## src/design/ppdv_pkg.sv

```systemverilog
`default_nettype none

package ppdv_pkg;

  localparam int unsigned FingerW = 3;
  localparam int unsigned RawW    = 12;
  localparam int unsigned CalW    = 13;
  localparam int unsigned OffW    = 12;
  localparam int unsigned VelW    = 7;
  localparam int unsigned CfgIdxW = 2;
  localparam int unsigned CfgW    = 12;

  // divider: partial remainder holds (raw - baseline) * 126 plus one guard bit
  localparam int unsigned RemW    = RawW + VelW + 1;
  localparam int unsigned CntW    = 3;

  localparam logic [VelW-1:0] VelMax   = 7'd127;
  localparam logic [VelW-1:0] VelScale = 7'd126;

  localparam logic [OffW-1:0] PressOffRst   = 12'd45;
  localparam logic [OffW-1:0] ReleaseOffRst = 12'd25;

  localparam logic CmdSample = 1'b0;
  localparam logic CmdLoad   = 1'b1;

  localparam logic KindRelease = 1'b0;
  localparam logic KindPress   = 1'b1;

  typedef logic [CfgIdxW-1:0] cfg_idx_t;
  typedef logic [CfgW-1:0]    cfg_data_t;

  typedef enum logic [CfgIdxW-1:0] {
    CFG_PRESS_OFFSET   = 2'd0,
    CFG_RELEASE_OFFSET = 2'd1,
    CFG_HAND_ID        = 2'd2
  } cfg_reg_e;

  typedef enum logic [2:0] {
    ST_IDLE,
    ST_EVAL,
    ST_CHECK,
    ST_DIV,
    ST_EMIT
  } ppdv_state_e;

  typedef struct packed {
    logic capture;
    logic eval;
    logic check;
    logic div_step;
    logic emit;
  } ppdv_cmd_t;

  typedef struct packed {
    logic need_div;
    logic need_emit;
    logic ovf;
    logic div_last;
    logic out_free;
  } ppdv_sts_t;

endpackage

`default_nettype wire

```

## src/design/ppdv_in_if.sv

```systemverilog
`default_nettype none

interface ppdv_in_if;
  import ppdv_pkg::*;

  logic                   valid;
  logic                   ready;
  logic                   command;
  logic [FingerW-1:0]     finger;
  logic [RawW-1:0]        raw;
  logic [CalW-1:0]        baseline_in;
  logic [CalW-1:0]        full_in;

  modport source (
    output valid, command, finger, raw, baseline_in, full_in,
    input  ready
  );

  modport sink (
    input  valid, command, finger, raw, baseline_in, full_in,
    output ready
  );

endinterface

`default_nettype wire

```

## src/design/ppdv_out_if.sv

```systemverilog
`default_nettype none

interface ppdv_out_if;
  import ppdv_pkg::*;

  logic                   valid;
  logic                   ready;
  logic                   hand;
  logic [FingerW-1:0]     finger_out;
  logic                   event_kind;
  logic [VelW-1:0]        velocity;

  modport source (
    output valid, hand, finger_out, event_kind, velocity,
    input  ready
  );

  modport sink (
    input  valid, hand, finger_out, event_kind, velocity,
    output ready
  );

endinterface

`default_nettype wire

```

## src/design/ppdv_ctrl.sv

```systemverilog
`default_nettype none

module ppdv_ctrl (
  input  logic                clk_i,
  input  logic                rst_ni,
  input  logic                in_valid_i,
  output logic                in_ready_o,
  input  ppdv_pkg::ppdv_sts_t sts_i,
  output ppdv_pkg::ppdv_cmd_t cmd_o
);
  import ppdv_pkg::*;

  ppdv_state_e state_q, state_d;

  always_ff @(posedge clk_i or negedge rst_ni) begin
    if (!rst_ni) begin
      state_q <= ST_IDLE;
    end else begin
      state_q <= state_d;
    end
  end

  always_comb begin
    state_d = state_q;
    case (state_q)
      ST_IDLE: begin
        if (in_valid_i) state_d = ST_EVAL;
      end
      ST_EVAL: begin
        if (sts_i.need_div) begin
          state_d = ST_CHECK;
        end else if (sts_i.need_emit) begin
          state_d = ST_EMIT;
        end else begin
          state_d = ST_IDLE;
        end
      end
      ST_CHECK: begin
        state_d = sts_i.ovf ? ST_EMIT : ST_DIV;
      end
      ST_DIV: begin
        if (sts_i.div_last) state_d = ST_EMIT;
      end
      ST_EMIT: begin
        if (sts_i.out_free) state_d = ST_IDLE;
      end
      default: state_d = ST_IDLE;
    endcase
  end

  always_comb begin
    in_ready_o     = 1'b0;
    cmd_o          = '0;
    case (state_q)
      ST_IDLE: begin
        in_ready_o    = 1'b1;
        cmd_o.capture = in_valid_i;
      end
      ST_EVAL:  cmd_o.eval     = 1'b1;
      ST_CHECK: cmd_o.check    = 1'b1;
      ST_DIV:   cmd_o.div_step = 1'b1;
      ST_EMIT:  cmd_o.emit     = sts_i.out_free;
      default: begin
        in_ready_o = 1'b0;
      end
    endcase
  end

endmodule

`default_nettype wire

```

## src/design/ppdv_dp.sv

```systemverilog
`default_nettype none

module ppdv_dp #(
  parameter int unsigned NUM_FINGERS = 5,
  parameter int unsigned SAMPLE_BITS = 12
) (
  input  logic                          clk_i,
  input  logic                          rst_ni,
  // configuration
  input  logic                          cfg_we_i,
  input  ppdv_pkg::cfg_idx_t            cfg_idx_i,
  input  ppdv_pkg::cfg_data_t           cfg_data_i,
  // input word
  input  logic                          command_i,
  input  logic [ppdv_pkg::FingerW-1:0]  finger_i,
  input  logic [ppdv_pkg::RawW-1:0]     raw_i,
  input  logic [ppdv_pkg::CalW-1:0]     baseline_in_i,
  input  logic [ppdv_pkg::CalW-1:0]     full_in_i,
  // control
  input  ppdv_pkg::ppdv_cmd_t           cmd_i,
  output ppdv_pkg::ppdv_sts_t           sts_o,
  // output word
  output logic                          out_valid_o,
  input  logic                          out_ready_i,
  output logic                          hand_o,
  output logic [ppdv_pkg::FingerW-1:0]  finger_out_o,
  output logic                          event_kind_o,
  output logic [ppdv_pkg::VelW-1:0]     velocity_o
);
  import ppdv_pkg::*;

  localparam int unsigned SW   = (SAMPLE_BITS < RawW) ? SAMPLE_BITS : RawW;
  localparam int unsigned IdxW = (NUM_FINGERS > 1) ? $clog2(NUM_FINGERS) : 1;
  localparam int unsigned XW   = (IdxW > FingerW) ? IdxW : FingerW;
  localparam int unsigned CmpW = CalW + 1;

  // configuration registers
  logic [OffW-1:0] poff_q, roff_q;
  logic            hand_q;

  always_ff @(posedge clk_i or negedge rst_ni) begin
    if (!rst_ni) begin
      poff_q <= PressOffRst;
      roff_q <= ReleaseOffRst;
      hand_q <= 1'b0;
    end else if (cfg_we_i) begin
      if (cfg_idx_i == CFG_PRESS_OFFSET)   poff_q <= cfg_data_i[OffW-1:0];
      if (cfg_idx_i == CFG_RELEASE_OFFSET) roff_q <= cfg_data_i[OffW-1:0];
      if (cfg_idx_i == CFG_HAND_ID)        hand_q <= cfg_data_i[0];
    end
  end

  // captured word
  logic               cmd_q;
  logic [FingerW-1:0] fing_q;
  logic [SW-1:0]      raw_q;
  logic [CalW-1:0]    bin_q, fin_q;

  always_ff @(posedge clk_i) begin
    if (cmd_i.capture) begin
      cmd_q  <= command_i;
      fing_q <= finger_i;
      raw_q  <= raw_i[SW-1:0];
      bin_q  <= baseline_in_i;
      fin_q  <= full_in_i;
    end
  end

  // per-finger state
  logic [NUM_FINGERS-1:0] flag_q;
  logic [CalW-1:0]        base_q [NUM_FINGERS];
  logic [CalW-1:0]        full_q [NUM_FINGERS];

  logic [XW-1:0]   fing_x;
  logic [IdxW-1:0] idx;
  logic            in_range;
  logic [CalW-1:0] base_r, full_r, span;
  logic            flag_r;
  logic            press_hit, rel_hit, load_ok;
  logic [CalW-1:0] diff_full;
  logic [RawW-1:0] diff;
  logic [RemW-1:0] prod;

  always_comb begin
    fing_x    = XW'(fing_q);
    idx       = fing_x[IdxW-1:0];
    in_range  = 32'(fing_q) < NUM_FINGERS;
    base_r    = base_q[idx];
    full_r    = full_q[idx];
    flag_r    = flag_q[idx];
    press_hit = CmpW'(raw_q) >= CmpW'(base_r) + CmpW'(poff_q);
    rel_hit   = CmpW'(raw_q) <= CmpW'(base_r) + CmpW'(roff_q);
    load_ok   = bin_q < fin_q;
    // a press implies raw >= baseline, so the difference is non-negative and fits in RawW bits
    diff_full = CalW'(raw_q) - base_r;
    diff      = diff_full[RawW-1:0];
    prod      = RemW'(diff) * RemW'(VelScale);
    // loads keep baseline below full, so the span never goes negative
    span      = full_r - base_r;
  end

  assign sts_o.need_div  = in_range && (cmd_q == CmdSample) && !flag_r && press_hit;
  assign sts_o.need_emit = in_range && (cmd_q == CmdSample) && flag_r && rel_hit;

  always_ff @(posedge clk_i or negedge rst_ni) begin
    if (!rst_ni) begin
      flag_q <= '0;
      base_q <= '{default: '0};
      full_q <= '{default: '0};
    end else if (cmd_i.eval) begin
      if (in_range && (cmd_q == CmdLoad) && load_ok) begin
        base_q[idx] <= bin_q;
        full_q[idx] <= fin_q;
      end
      if (sts_o.need_div || sts_o.need_emit) begin
        flag_q[idx] <= sts_o.need_div;
      end
    end
  end

  // restoring divider, one quotient bit per cycle; quotients of 127 and up saturate
  logic [RemW-1:0] rem_q, sh_q, div_top;
  logic [CalW-1:0] span_q;
  logic [VelW-1:0] quo_q;
  logic [CntW-1:0] cnt_q;
  logic            ovf_q, kind_q;
  logic            fits;

  assign div_top = RemW'({span_q, 7'd0});
  assign fits    = rem_q >= sh_q;

  assign sts_o.ovf      = rem_q >= div_top;
  assign sts_o.div_last = (cnt_q == '0);

  always_ff @(posedge clk_i) begin
    if (cmd_i.eval) begin
      rem_q  <= prod;
      span_q <= span;
      sh_q   <= RemW'({span, 6'd0});
      quo_q  <= '0;
      cnt_q  <= CntW'(VelW - 1);
      ovf_q  <= 1'b0;
      kind_q <= sts_o.need_div ? KindPress : KindRelease;
    end else if (cmd_i.check) begin
      ovf_q <= sts_o.ovf;
    end else if (cmd_i.div_step) begin
      if (fits) rem_q <= rem_q - sh_q;
      quo_q <= {quo_q[VelW-2:0], fits};
      sh_q  <= sh_q >> 1;
      cnt_q <= cnt_q - 1'b1;
    end
  end

  logic [VelW-1:0] vel;

  always_comb begin
    if (kind_q == KindRelease) begin
      vel = '0;
    end else if (ovf_q || (quo_q == VelMax)) begin
      vel = VelMax;
    end else begin
      vel = quo_q + 1'b1;
    end
  end

  // output register
  logic               out_valid_q;
  logic               out_hand_q, out_kind_q;
  logic [FingerW-1:0] out_fing_q;
  logic [VelW-1:0]    out_vel_q;

  assign sts_o.out_free = !out_valid_q || out_ready_i;

  always_ff @(posedge clk_i or negedge rst_ni) begin
    if (!rst_ni) begin
      out_valid_q <= 1'b0;
    end else if (cmd_i.emit) begin
      out_valid_q <= 1'b1;
    end else if (out_ready_i) begin
      out_valid_q <= 1'b0;
    end
  end

  always_ff @(posedge clk_i) begin
    if (cmd_i.emit) begin
      out_hand_q <= hand_q;
      out_fing_q <= fing_q;
      out_kind_q <= kind_q;
      out_vel_q  <= vel;
    end
  end

  assign out_valid_o  = out_valid_q;
  assign hand_o       = out_hand_q;
  assign finger_out_o = out_fing_q;
  assign event_kind_o = out_kind_q;
  assign velocity_o   = out_vel_q;

endmodule

`default_nettype wire

```

## src/design/pressure_press_detect_velocity.sv

```systemverilog
// Per-finger press detector with hysteresis and press velocity.
// Input channel in_i carries sample and calibration-load words; output channel
// out_o carries press/release events (hand, finger, kind, velocity). Both use
// valid/ready; a word moves when both are high.
// cfg_we_i/cfg_idx_i/cfg_data_i write press offset, release offset and hand id
// (index 0..2); write only while the block is idle. Index 3 is ignored.
// One word is handled at a time. in_i.ready is high only while idle.
// Load words and samples without an event pass IDLE and EVAL only; a release
// event then goes to EMIT, which writes the output register, a press event to
// CHECK, DIV and EMIT: its velocity comes from a restoring divider yielding one
// quotient bit per cycle over 7 steps, after a multiply and a saturation check.
// The finished event sits in an output register, so the next word is taken
// while it waits; a stalled receiver holds the block only when a second event
// is ready to be written.
// Reset clears all press flags and calibration to zero and loads the offsets
// with 45 and 25 and the hand id with 0.
`default_nettype none

module pressure_press_detect_velocity #(
  parameter int unsigned NUM_FINGERS = 5,
  parameter int unsigned SAMPLE_BITS = 12
) (
  input  logic                clk_i,
  input  logic                rst_ni,
  input  logic                cfg_we_i,
  input  ppdv_pkg::cfg_idx_t  cfg_idx_i,
  input  ppdv_pkg::cfg_data_t cfg_data_i,
  ppdv_in_if.sink             in_i,
  ppdv_out_if.source          out_o
);
  import ppdv_pkg::*;

  ppdv_cmd_t cmd;
  ppdv_sts_t sts;

  ppdv_ctrl u_ctrl (
    .clk_i      (clk_i),
    .rst_ni     (rst_ni),
    .in_valid_i (in_i.valid),
    .in_ready_o (in_i.ready),
    .sts_i      (sts),
    .cmd_o      (cmd)
  );

  ppdv_dp #(
    .NUM_FINGERS (NUM_FINGERS),
    .SAMPLE_BITS (SAMPLE_BITS)
  ) u_dp (
    .clk_i         (clk_i),
    .rst_ni        (rst_ni),
    .cfg_we_i      (cfg_we_i),
    .cfg_idx_i     (cfg_idx_i),
    .cfg_data_i    (cfg_data_i),
    .command_i     (in_i.command),
    .finger_i      (in_i.finger),
    .raw_i         (in_i.raw),
    .baseline_in_i (in_i.baseline_in),
    .full_in_i     (in_i.full_in),
    .cmd_i         (cmd),
    .sts_o         (sts),
    .out_valid_o   (out_o.valid),
    .out_ready_i   (out_o.ready),
    .hand_o        (out_o.hand),
    .finger_out_o  (out_o.finger_out),
    .event_kind_o  (out_o.event_kind),
    .velocity_o    (out_o.velocity)
  );

`ifndef SYNTHESIS
  a_one_word: assert property (@(posedge clk_i) disable iff (!rst_ni)
    in_i.valid && in_i.ready |=> !in_i.ready)
    else $error("input taken while a word is in flight");

  a_no_overwrite: assert property (@(posedge clk_i) disable iff (!rst_ni)
    cmd.emit |-> (!out_o.valid || out_o.ready))
    else $error("event written over a pending one");

  a_release_vel: assert property (@(posedge clk_i) disable iff (!rst_ni)
    out_o.valid && (out_o.event_kind == KindRelease) |-> (out_o.velocity == '0))
    else $error("release event with nonzero velocity");
`endif

endmodule

`default_nettype wire

```

## src/flat_wrapper.sv

```systemverilog
// flat-port wrapper written by rule: the top's interface ports become plain ports
module pressure_press_detect_velocity_flat import ppdv_pkg::*;
#(
  parameter int unsigned NUM_FINGERS = 5,
  parameter int unsigned SAMPLE_BITS = 12
)
  (clk_i, rst_ni, cfg_we_i, cfg_idx_i, cfg_data_i, in_i_valid, in_i_command, in_i_finger, in_i_raw, in_i_baseline_in, in_i_full_in, in_i_ready, out_o_valid, out_o_hand, out_o_finger_out, out_o_event_kind, out_o_velocity, out_o_ready);
  ppdv_in_if in_i_i ();
  ppdv_out_if out_o_i ();
  input  logic clk_i;
  input  logic rst_ni;
  input  logic cfg_we_i;
  input  ppdv_pkg::cfg_idx_t cfg_idx_i;
  input  ppdv_pkg::cfg_data_t cfg_data_i;
  input wire logic [$bits(in_i_i.valid)-1:0] in_i_valid;
  input wire logic [$bits(in_i_i.command)-1:0] in_i_command;
  input wire logic [$bits(in_i_i.finger)-1:0] in_i_finger;
  input wire logic [$bits(in_i_i.raw)-1:0] in_i_raw;
  input wire logic [$bits(in_i_i.baseline_in)-1:0] in_i_baseline_in;
  input wire logic [$bits(in_i_i.full_in)-1:0] in_i_full_in;
  output wire logic [$bits(in_i_i.ready)-1:0] in_i_ready;
  output wire logic [$bits(out_o_i.valid)-1:0] out_o_valid;
  output wire logic [$bits(out_o_i.hand)-1:0] out_o_hand;
  output wire logic [$bits(out_o_i.finger_out)-1:0] out_o_finger_out;
  output wire logic [$bits(out_o_i.event_kind)-1:0] out_o_event_kind;
  output wire logic [$bits(out_o_i.velocity)-1:0] out_o_velocity;
  input wire logic [$bits(out_o_i.ready)-1:0] out_o_ready;
  assign in_i_i.valid = in_i_valid;
  assign in_i_i.command = in_i_command;
  assign in_i_i.finger = in_i_finger;
  assign in_i_i.raw = in_i_raw;
  assign in_i_i.baseline_in = in_i_baseline_in;
  assign in_i_i.full_in = in_i_full_in;
  assign in_i_ready = in_i_i.ready;
  assign out_o_valid = out_o_i.valid;
  assign out_o_hand = out_o_i.hand;
  assign out_o_finger_out = out_o_i.finger_out;
  assign out_o_event_kind = out_o_i.event_kind;
  assign out_o_velocity = out_o_i.velocity;
  assign out_o_i.ready = out_o_ready;
  pressure_press_detect_velocity #(.NUM_FINGERS(NUM_FINGERS), .SAMPLE_BITS(SAMPLE_BITS)) u_core (.clk_i(clk_i), .rst_ni(rst_ni), .cfg_we_i(cfg_we_i), .cfg_idx_i(cfg_idx_i), .cfg_data_i(cfg_data_i), .in_i(in_i_i), .out_o(out_o_i));
endmodule
```

## config.mk

```make
export PLATFORM = sky130hd
export DESIGN_NAME = pressure_press_detect_velocity_flat
export DESIGN_NICKNAME = d
export VERILOG_FILES = /design/src/design/ppdv_pkg.sv /design/src/design/ppdv_in_if.sv /design/src/design/ppdv_out_if.sv /design/src/design/ppdv_ctrl.sv /design/src/design/ppdv_dp.sv /design/src/design/pressure_press_detect_velocity.sv /design/src/flat_wrapper.sv
export SDC_FILE = /design/constraint.sdc
export NUM_CORES = 1
export LEC_CHECK = 0
export ABC_AREA = 1
export BUFFER_PORTS_ARGS = -buffer_cell sky130_fd_sc_hd__buf_2
export CAP_MARGIN = 40
export CORE_UTILIZATION = 55
export CTS_BUF_LIST = sky130_fd_sc_hd__clkbuf_4 sky130_fd_sc_hd__clkbuf_8
export CTS_CLUSTER_DIAMETER = 60
export DETAILED_ROUTE_END_ITERATION = 8
export PLACE_DENSITY = 0.81
export REMOVE_ABC_BUFFERS = 1
export SLEW_MARGIN = 20
export SYNTH_ARGS = -nofsm -noshare
export SYNTH_HDL_FRONTEND = slang
export SYNTH_SLANG_ARGS = --single-unit
export TNS_END_PERCENT = 20
```

## constraint.sdc

```tcl
create_clock -name clk_i -period 6.8 [get_ports clk_i]
set_clock_uncertainty 0.2 [all_clocks]
set_input_delay 0.34 -clock clk_i [delete_from_list [all_inputs] [get_ports clk_i]]
set_output_delay 0.34 -clock clk_i [all_outputs]
set_load 0.05 [all_outputs]
```

==> results of run 1 <==
-- cell families (layout without fill, tap and decap cells) --
family / count (synthesis) / after routing / synth area share [%]
simple gates: 825 / 825 / 20.1
compound gates: 409 / 409 / 13.0
xor+xnor: 65 / 65 / 3.35
buf+inv: 343 / 549 / 7.85
flops: 282 / 282 / 42.2
fa+ha+maj: 177 / 177 / 13.5
-- metal layers --
layer / track usage [%] / vias to the layer above / wire (um)
li1: - / 7305 / -
met1: 35.7 / 7057 / 19400
met2: 46.8 / 492 / 21400
met3: 4.94 / 109 / 2900
met4: 12.7 / 0 / 1930
met5: 0 / - / 0
-- through the flow --
step	setup WS (ps)	hold WS, ps
floorplan	748	-156
global placement	638	254
detailed placement	434	20.7
CTS	424	100
global route	24.6	129
finish	486	125
-- state kept, by name, indices dropped and copies added, names as in the netlist, 13 cells and up --
signal / flops
u_core.u_dp.base_q: 65
u_core.u_dp.bin_q: 13
u_core.u_dp.fin_q: 13
u_core.u_dp.full_q: 65
u_core.u_dp.rem_q: 20
u_core.u_dp.sh_q: 19
u_core.u_dp.span_q: 13
-- area by class of cell --
cell class,count,area [sq um]
fill,2653,11300
inverter,295,1120
clock buffer,73,898
clock inverter,12,151
sequential,282,7470
multi-input combinational,1476,8870
tap,402,503
timing repair buffer,169,1290
-- timing repair --
item                                    CTS  global route
endpoints found under the hold margin   174             0
hold buffers                             60             0
gates resized for setup                   0            11
setup buffers                             0             4
endpoints found under the setup margin    0             3
-- worst paths after layout --
check                                 startpoint  cells after the start  slack (ps)               endpoint
max                        u_core.u_dp.fing_q[0]                     30         490  u_core.u_dp.rem_q[18]
min                                       rst_ni                      2         130  u_core.u_dp.roff_q[4]
max reg2reg                u_core.u_dp.fing_q[0]                     30         490  u_core.u_dp.rem_q[18]
min reg2reg                  u_core.u_dp.sh_q[0]                      2         280    u_core.u_dp.sh_q[0]
max in group asynchronous                 rst_ni                      4        5070  u_core.u_dp.full_q[4]
min in group clk_i               in_i_full_in[9]                      2         230   u_core.u_dp.fin_q[9]
-- synthesized netlist by cell type, types with 4 or more instances --
cell,number
nand3_1,91
edfxtp_1,99
xnor2_1,29
dfstp_2,7
o21bai_1,9
nand2_2,5
a21o_1,11
nand3_2,6
buf_6,8
fa_1,24
clkbuf_1,10
o21ai_0,156
nand2_1,531
a31oi_1,6
xor2_1,33
dfxtp_1,19
dfrtp_1,157
o21ai_2,6
nand2_4,6
ha_1,153
inv_2,8
nor2_1,110
buf_2,29
nor2_2,4
o22ai_1,15
inv_1,286
a21oi_1,90
a22oi_1,11
o21ai_1,73
nand4_1,31
nor4_1,8
a22o_1,6
nor3_1,16
a221oi_1,8
-- worst register-to-register path: cells and delay by family, from the launching register on --
family | cells | cell delay, ps
buf+inv | 6 | 780
xor+xnor | 1 | 220
flops | 1 | 510
compound gates | 1 | 200
fa+ha+maj | 5 | 2090
simple gates | 17 | 2090
==> flow_metrics.tcl, run 1 <==
set metrics [dict create \
    final_nets 2508 \
    postRouteWirelength_mm 45.6 \
    ys_async_sr_fraction_pct 58.2 \
    crit_type "flip-flop to flip-flop" \
    fmaxAchievable_mhz 158 \
    final_cell_mix "nand2_1, inv_1, dfrtp_1" \
    floorplan.initialDensity_pct 55.9 \
    yosysTopAreaCell "dfrtp_1" \
    root_buffer "clkbuf_8" \
    crit_fanout 12 \
    grt_max_degree 83 \
    antennaDiodeCount 0 \
    setup-tns-final_ps 0 \
    die_h_um 181 \
    tightest_slew_ps 809 \
    clk_path_buf_depth 3 \
    final-setup-viol-count 0 \
    ys_seq_elements 282 \
    cp_data_required_time_ps 6940 \
    crit_buf_inv 6 \
    final_hold_viol_count 0 \
    max_cap_viol_count 0 \
    fin_area_sq_um 20300 \
    cts_made_buffers 46 \
    clk-insertion-delay-late_ps 610 \
    antenna_found_initial 0 \
    slew_headroom_pct 45.9 \
    cts_tree "done" \
    yosysWarnings 0 \
    crit_family "adder cells" \
    synth_top_area_share_pct 22.2 \
    synth_edf_count 99 \
    pin_count 75 \
    drive_gt1_share_pct 11.3 \
    grt_first_pass_wirelength_mm 73.3 \
    outcome "finished, final reports clean" \
    grt_overflow_total 0 \
    syn_inst 2101 \
    avgRoutedWirePerCell_um 16.8 \
    viasPerCell 5.52 \
    critPathSlowestCell "fa_1" \
    dp_hpwl_mm 32.8 \
    final_cells 2709 \
    drc 0 \
    antenna_left 0 \
    cp.arrival_ps 6450 \
    design.core.area_sq_um 31600 \
    htreeDepth 2 \
    slowest_delay_ps 590 \
    min_period_over_period_pct 92.9 \
    die_area_sq_um 32900 \
    final_common_cell "nand2_1" \
    ys_seq_area_share_pct 42.2 \
    rows 65 \
    vias 15000 \
    synthToLayoutAreaGrowth_pct 14.8 \
    min_period_ps 6310 \
    syn_area_sq_um 17700 \
    end_kind "flip-flop" \
    dr.pass1.iters 5 \
    clock-sinks 282 \
    placement.io_buffers 74 \
    grt_pass1_vias 14600 \
    dpl_cell_area_sq_um 18600 \
    clk_pin_slew_worst_paths_ps 60 \
    dpl.cell_count 2558 \
    slew_viol_final 0 \
    rsz0062_at_grt "no" \
    synth_ff_type "dfrtp_1" \
    gp_congestion 0.913 \
    die_w_um 181 \
    synth_area_per_cell_sq_um 8.42 \
    critPathLaunchType "flip-flop" \
    final_core_util_pct 64.2 \
    grtUsageTotal_pct 28.1 \
    crit_top_cell "nand2_1" \
    drt_iter0_drc 1178 \
    hold_path.class "input pin to async pin" \
    synth_area_leaders "dfrtp_1, edfxtp_1, nand2_1" \
    ys_types 59 \
]
Power of run 1 is left out: the tool's default activity adds up to more than one toggle a clock period on the data nets, which glitch-free logic cannot reach.
==> run 2: changes to the inputs <==
--- a/config.mk
+++ b/config.mk
@@ -8,6 +8,7 @@
 export ABC_AREA = 1
 export BUFFER_PORTS_ARGS = -buffer_cell sky130_fd_sc_hd__buf_2
 export CAP_MARGIN = 40
+export CORE_MARGIN = 2
 export CORE_UTILIZATION = 55
 export CTS_BUF_LIST = sky130_fd_sc_hd__clkbuf_4 sky130_fd_sc_hd__clkbuf_8
 export CTS_CLUSTER_DIAMETER = 60
==> run 2 against run 1 <==
Net effect: hold slack got worse by 29 ps; non-clock buffer count decreased by 6; final area fell by 0.23%; critical path depth rose by 1; flip-flop and latch count unchanged; register-to-register slack worse by 30 ps; maximum frequency decreased by 0.48%; routed wire length increased by 0.79%; core utilization fell by 0.15 points; cell count is essentially flat; die area increased by 2.2%; first-iteration DRC count up 20%; highest routed layer unchanged.
==> flow_metrics.tcl, run 2 (same netlist as run 1, synthesis figures left out) <==
set metrics [dict create \
    min_period_ps 6340 \
    fmaxAchievable_mhz 158 \
    r2r_cells 31 \
    clk_pin_slew_worst_paths_ps 60 \
    cts_made_buffers 49 \
    setup-tns-final_ps 0 \
    rows 65 \
    crit_fanout 10 \
    dr.pass1.iters 6 \
    critPathSlowestCell "fa_1" \
    cp_data_required_time_ps 6950 \
    cp.arrival_ps 6490 \
    top_regs "u_core.u_dp.base_q: 65 flops, u_core.u_dp.full_q: 65 flops, u_core.u_dp.rem_q: 20 flops" \
    cts_tree "done" \
    crit_top_cell "nand2_1" \
    final_common_cell "nand2_1" \
    design.core.area_sq_um 31600 \
    drive_gt1_share_pct 11.1 \
    grtUsageTotal_pct 27.7 \
    floorplan.initialDensity_pct 55.9 \
    critPathLaunchType "flip-flop" \
    htreeDepth 2 \
    postRouteWirelength_mm 46.0 \
    placement.io_buffers 74 \
    synthToLayoutAreaGrowth_pct 14.5 \
    grt_pass1_vias 14800 \
    dp_hpwl_mm 33.0 \
    slowest_delay_ps 590 \
    gp_congestion 0.951 \
    final_cell_mix "nand2_1, inv_1, dfrtp_1" \
    clk-insertion-delay-late_ps 610 \
    seq_area_sq_um 7470 \
    antenna_left 0 \
    drc 0 \
    vias 15100 \
    fill_cells 2636 \
    viasPerCell 5.58 \
    die_h_um 183 \
    antennaDiodeCount 0 \
    min_period_over_period_pct 93.3 \
    grt_max_degree 83 \
    outcome "finished, final reports clean" \
    clk_path_buf_depth 3 \
    avgRoutedWirePerCell_um 17.0 \
    rsz0062_at_grt "no" \
    final_nets 2505 \
    end_kind "flip-flop" \
    grt_overflow_total 0 \
    die_area_sq_um 33600 \
    multi_input_comb_area_sq_um 8870 \
    final-setup-viol-count 0 \
    final_hold_viol_count 0 \
    clock-sinks 282 \
    crit_type "flip-flop to flip-flop" \
    antenna_found_initial 0 \
    hold_path.class "input pin to async pin" \
    max_cap_viol_count 0 \
    finalHoldWorstSlack_ps 96.3 \
    slew_headroom_pct 45.2 \
    die_w_um 183 \
    grt_first_pass_wirelength_mm 73.8 \
    final_core_util_pct 64.0 \
    slew_viol_final 0 \
    root_buffer "clkbuf_8" \
    drt_iter0_drc 1419 \
    tightest_slew_ps 820 \
    pin_count 75 \
]
## run 2: cell count changes in the layout (fill, tap and decap cells not counted), moves of 2 or more
cell / before / now
clkinv_4: 1 / 3
clkinvlp_4: 2 / 0
clkinv_2: 4 / 7
buf_6: 3 / 1
clkbuf_4: 17 / 19
clkbuf_8: 56 / 53
clkinv_1: 1 / 3
buf_4: 30 / 25
## run 2: repair_timing
action | CTS | global route
endpoints found under the setup margin | 0 | 5
endpoints found under the hold margin | 174 | 0
hold buffers | 60 | 0
buffers inserted | 0 | 2
gates resized for setup | 0 | 7
## run 2: layer usage
metal	share of wire, %	vias to the layer above	wire length (um)	GRT usage (%)
met5	0	-	0	0
met2	46	549	21200	45.1
li1	-	7308	-	-
met4	4.9	0	2260	13.7
met3	7.1	130	3290	5.04
met1	42	7111	19300	35.8
## run 2: final cells by class
cell class	count	share of cell area (%)
Multi-Input combinational cell	1476	43.8
Tap cell	402	2.48
Clock buffer	72	4.31
Inverter	295	5.50
Clock inverter	18	0.871
Sequential cell	282	36.9
Timing Repair Buffer	163	6.17
## run 2: worst paths after layout
kind	startpoint	to	slack (ps)
max	u_core.u_dp.fing_q[1]	u_core.u_dp.rem_q[18]	460
min	rst_ni	u_core.u_dp.roff_q[3]	100
max reg2reg	u_core.u_dp.fing_q[1]	u_core.u_dp.rem_q[18]	460
min reg2reg	u_core.u_dp.flag_q[2]	u_core.u_dp.flag_q[2]	280
max in group asynchronous	rst_ni	u_core.u_dp.poff_q[8]	5390
min in group clk_i	in_i_full_in[3]	u_core.u_dp.fin_q[3]	240
## run 2: critical path: cells and delay by family, from the launching register on
kind                     cells  cell delay (ps)
AND/OR/NAND/NOR             19             2310
adder cells (fa/ha/maj)      5             2010
buffers and inverters        5              560
flip-flops                   1              530
AO/OA/AOI/OAI                1              310
XOR/XNOR                     1              150
## run 2: metrics by stage
| stage | setup WS [ps] | area [sq um] | instances |
|---|---|---|---|
| after floorplan | 748 | 17400 | 2053 |
| after global placement | 421 | 18500 | 2551 |
| after detailed placement | 342 | 18500 | 2553 |
| after CTS | 322 | 20200 | 2703 |
| after global routing | 63.8 | 20300 | 2708 |
| final | 455 | 20300 | 2708 |
Power of run 2 is left out for the same reason.
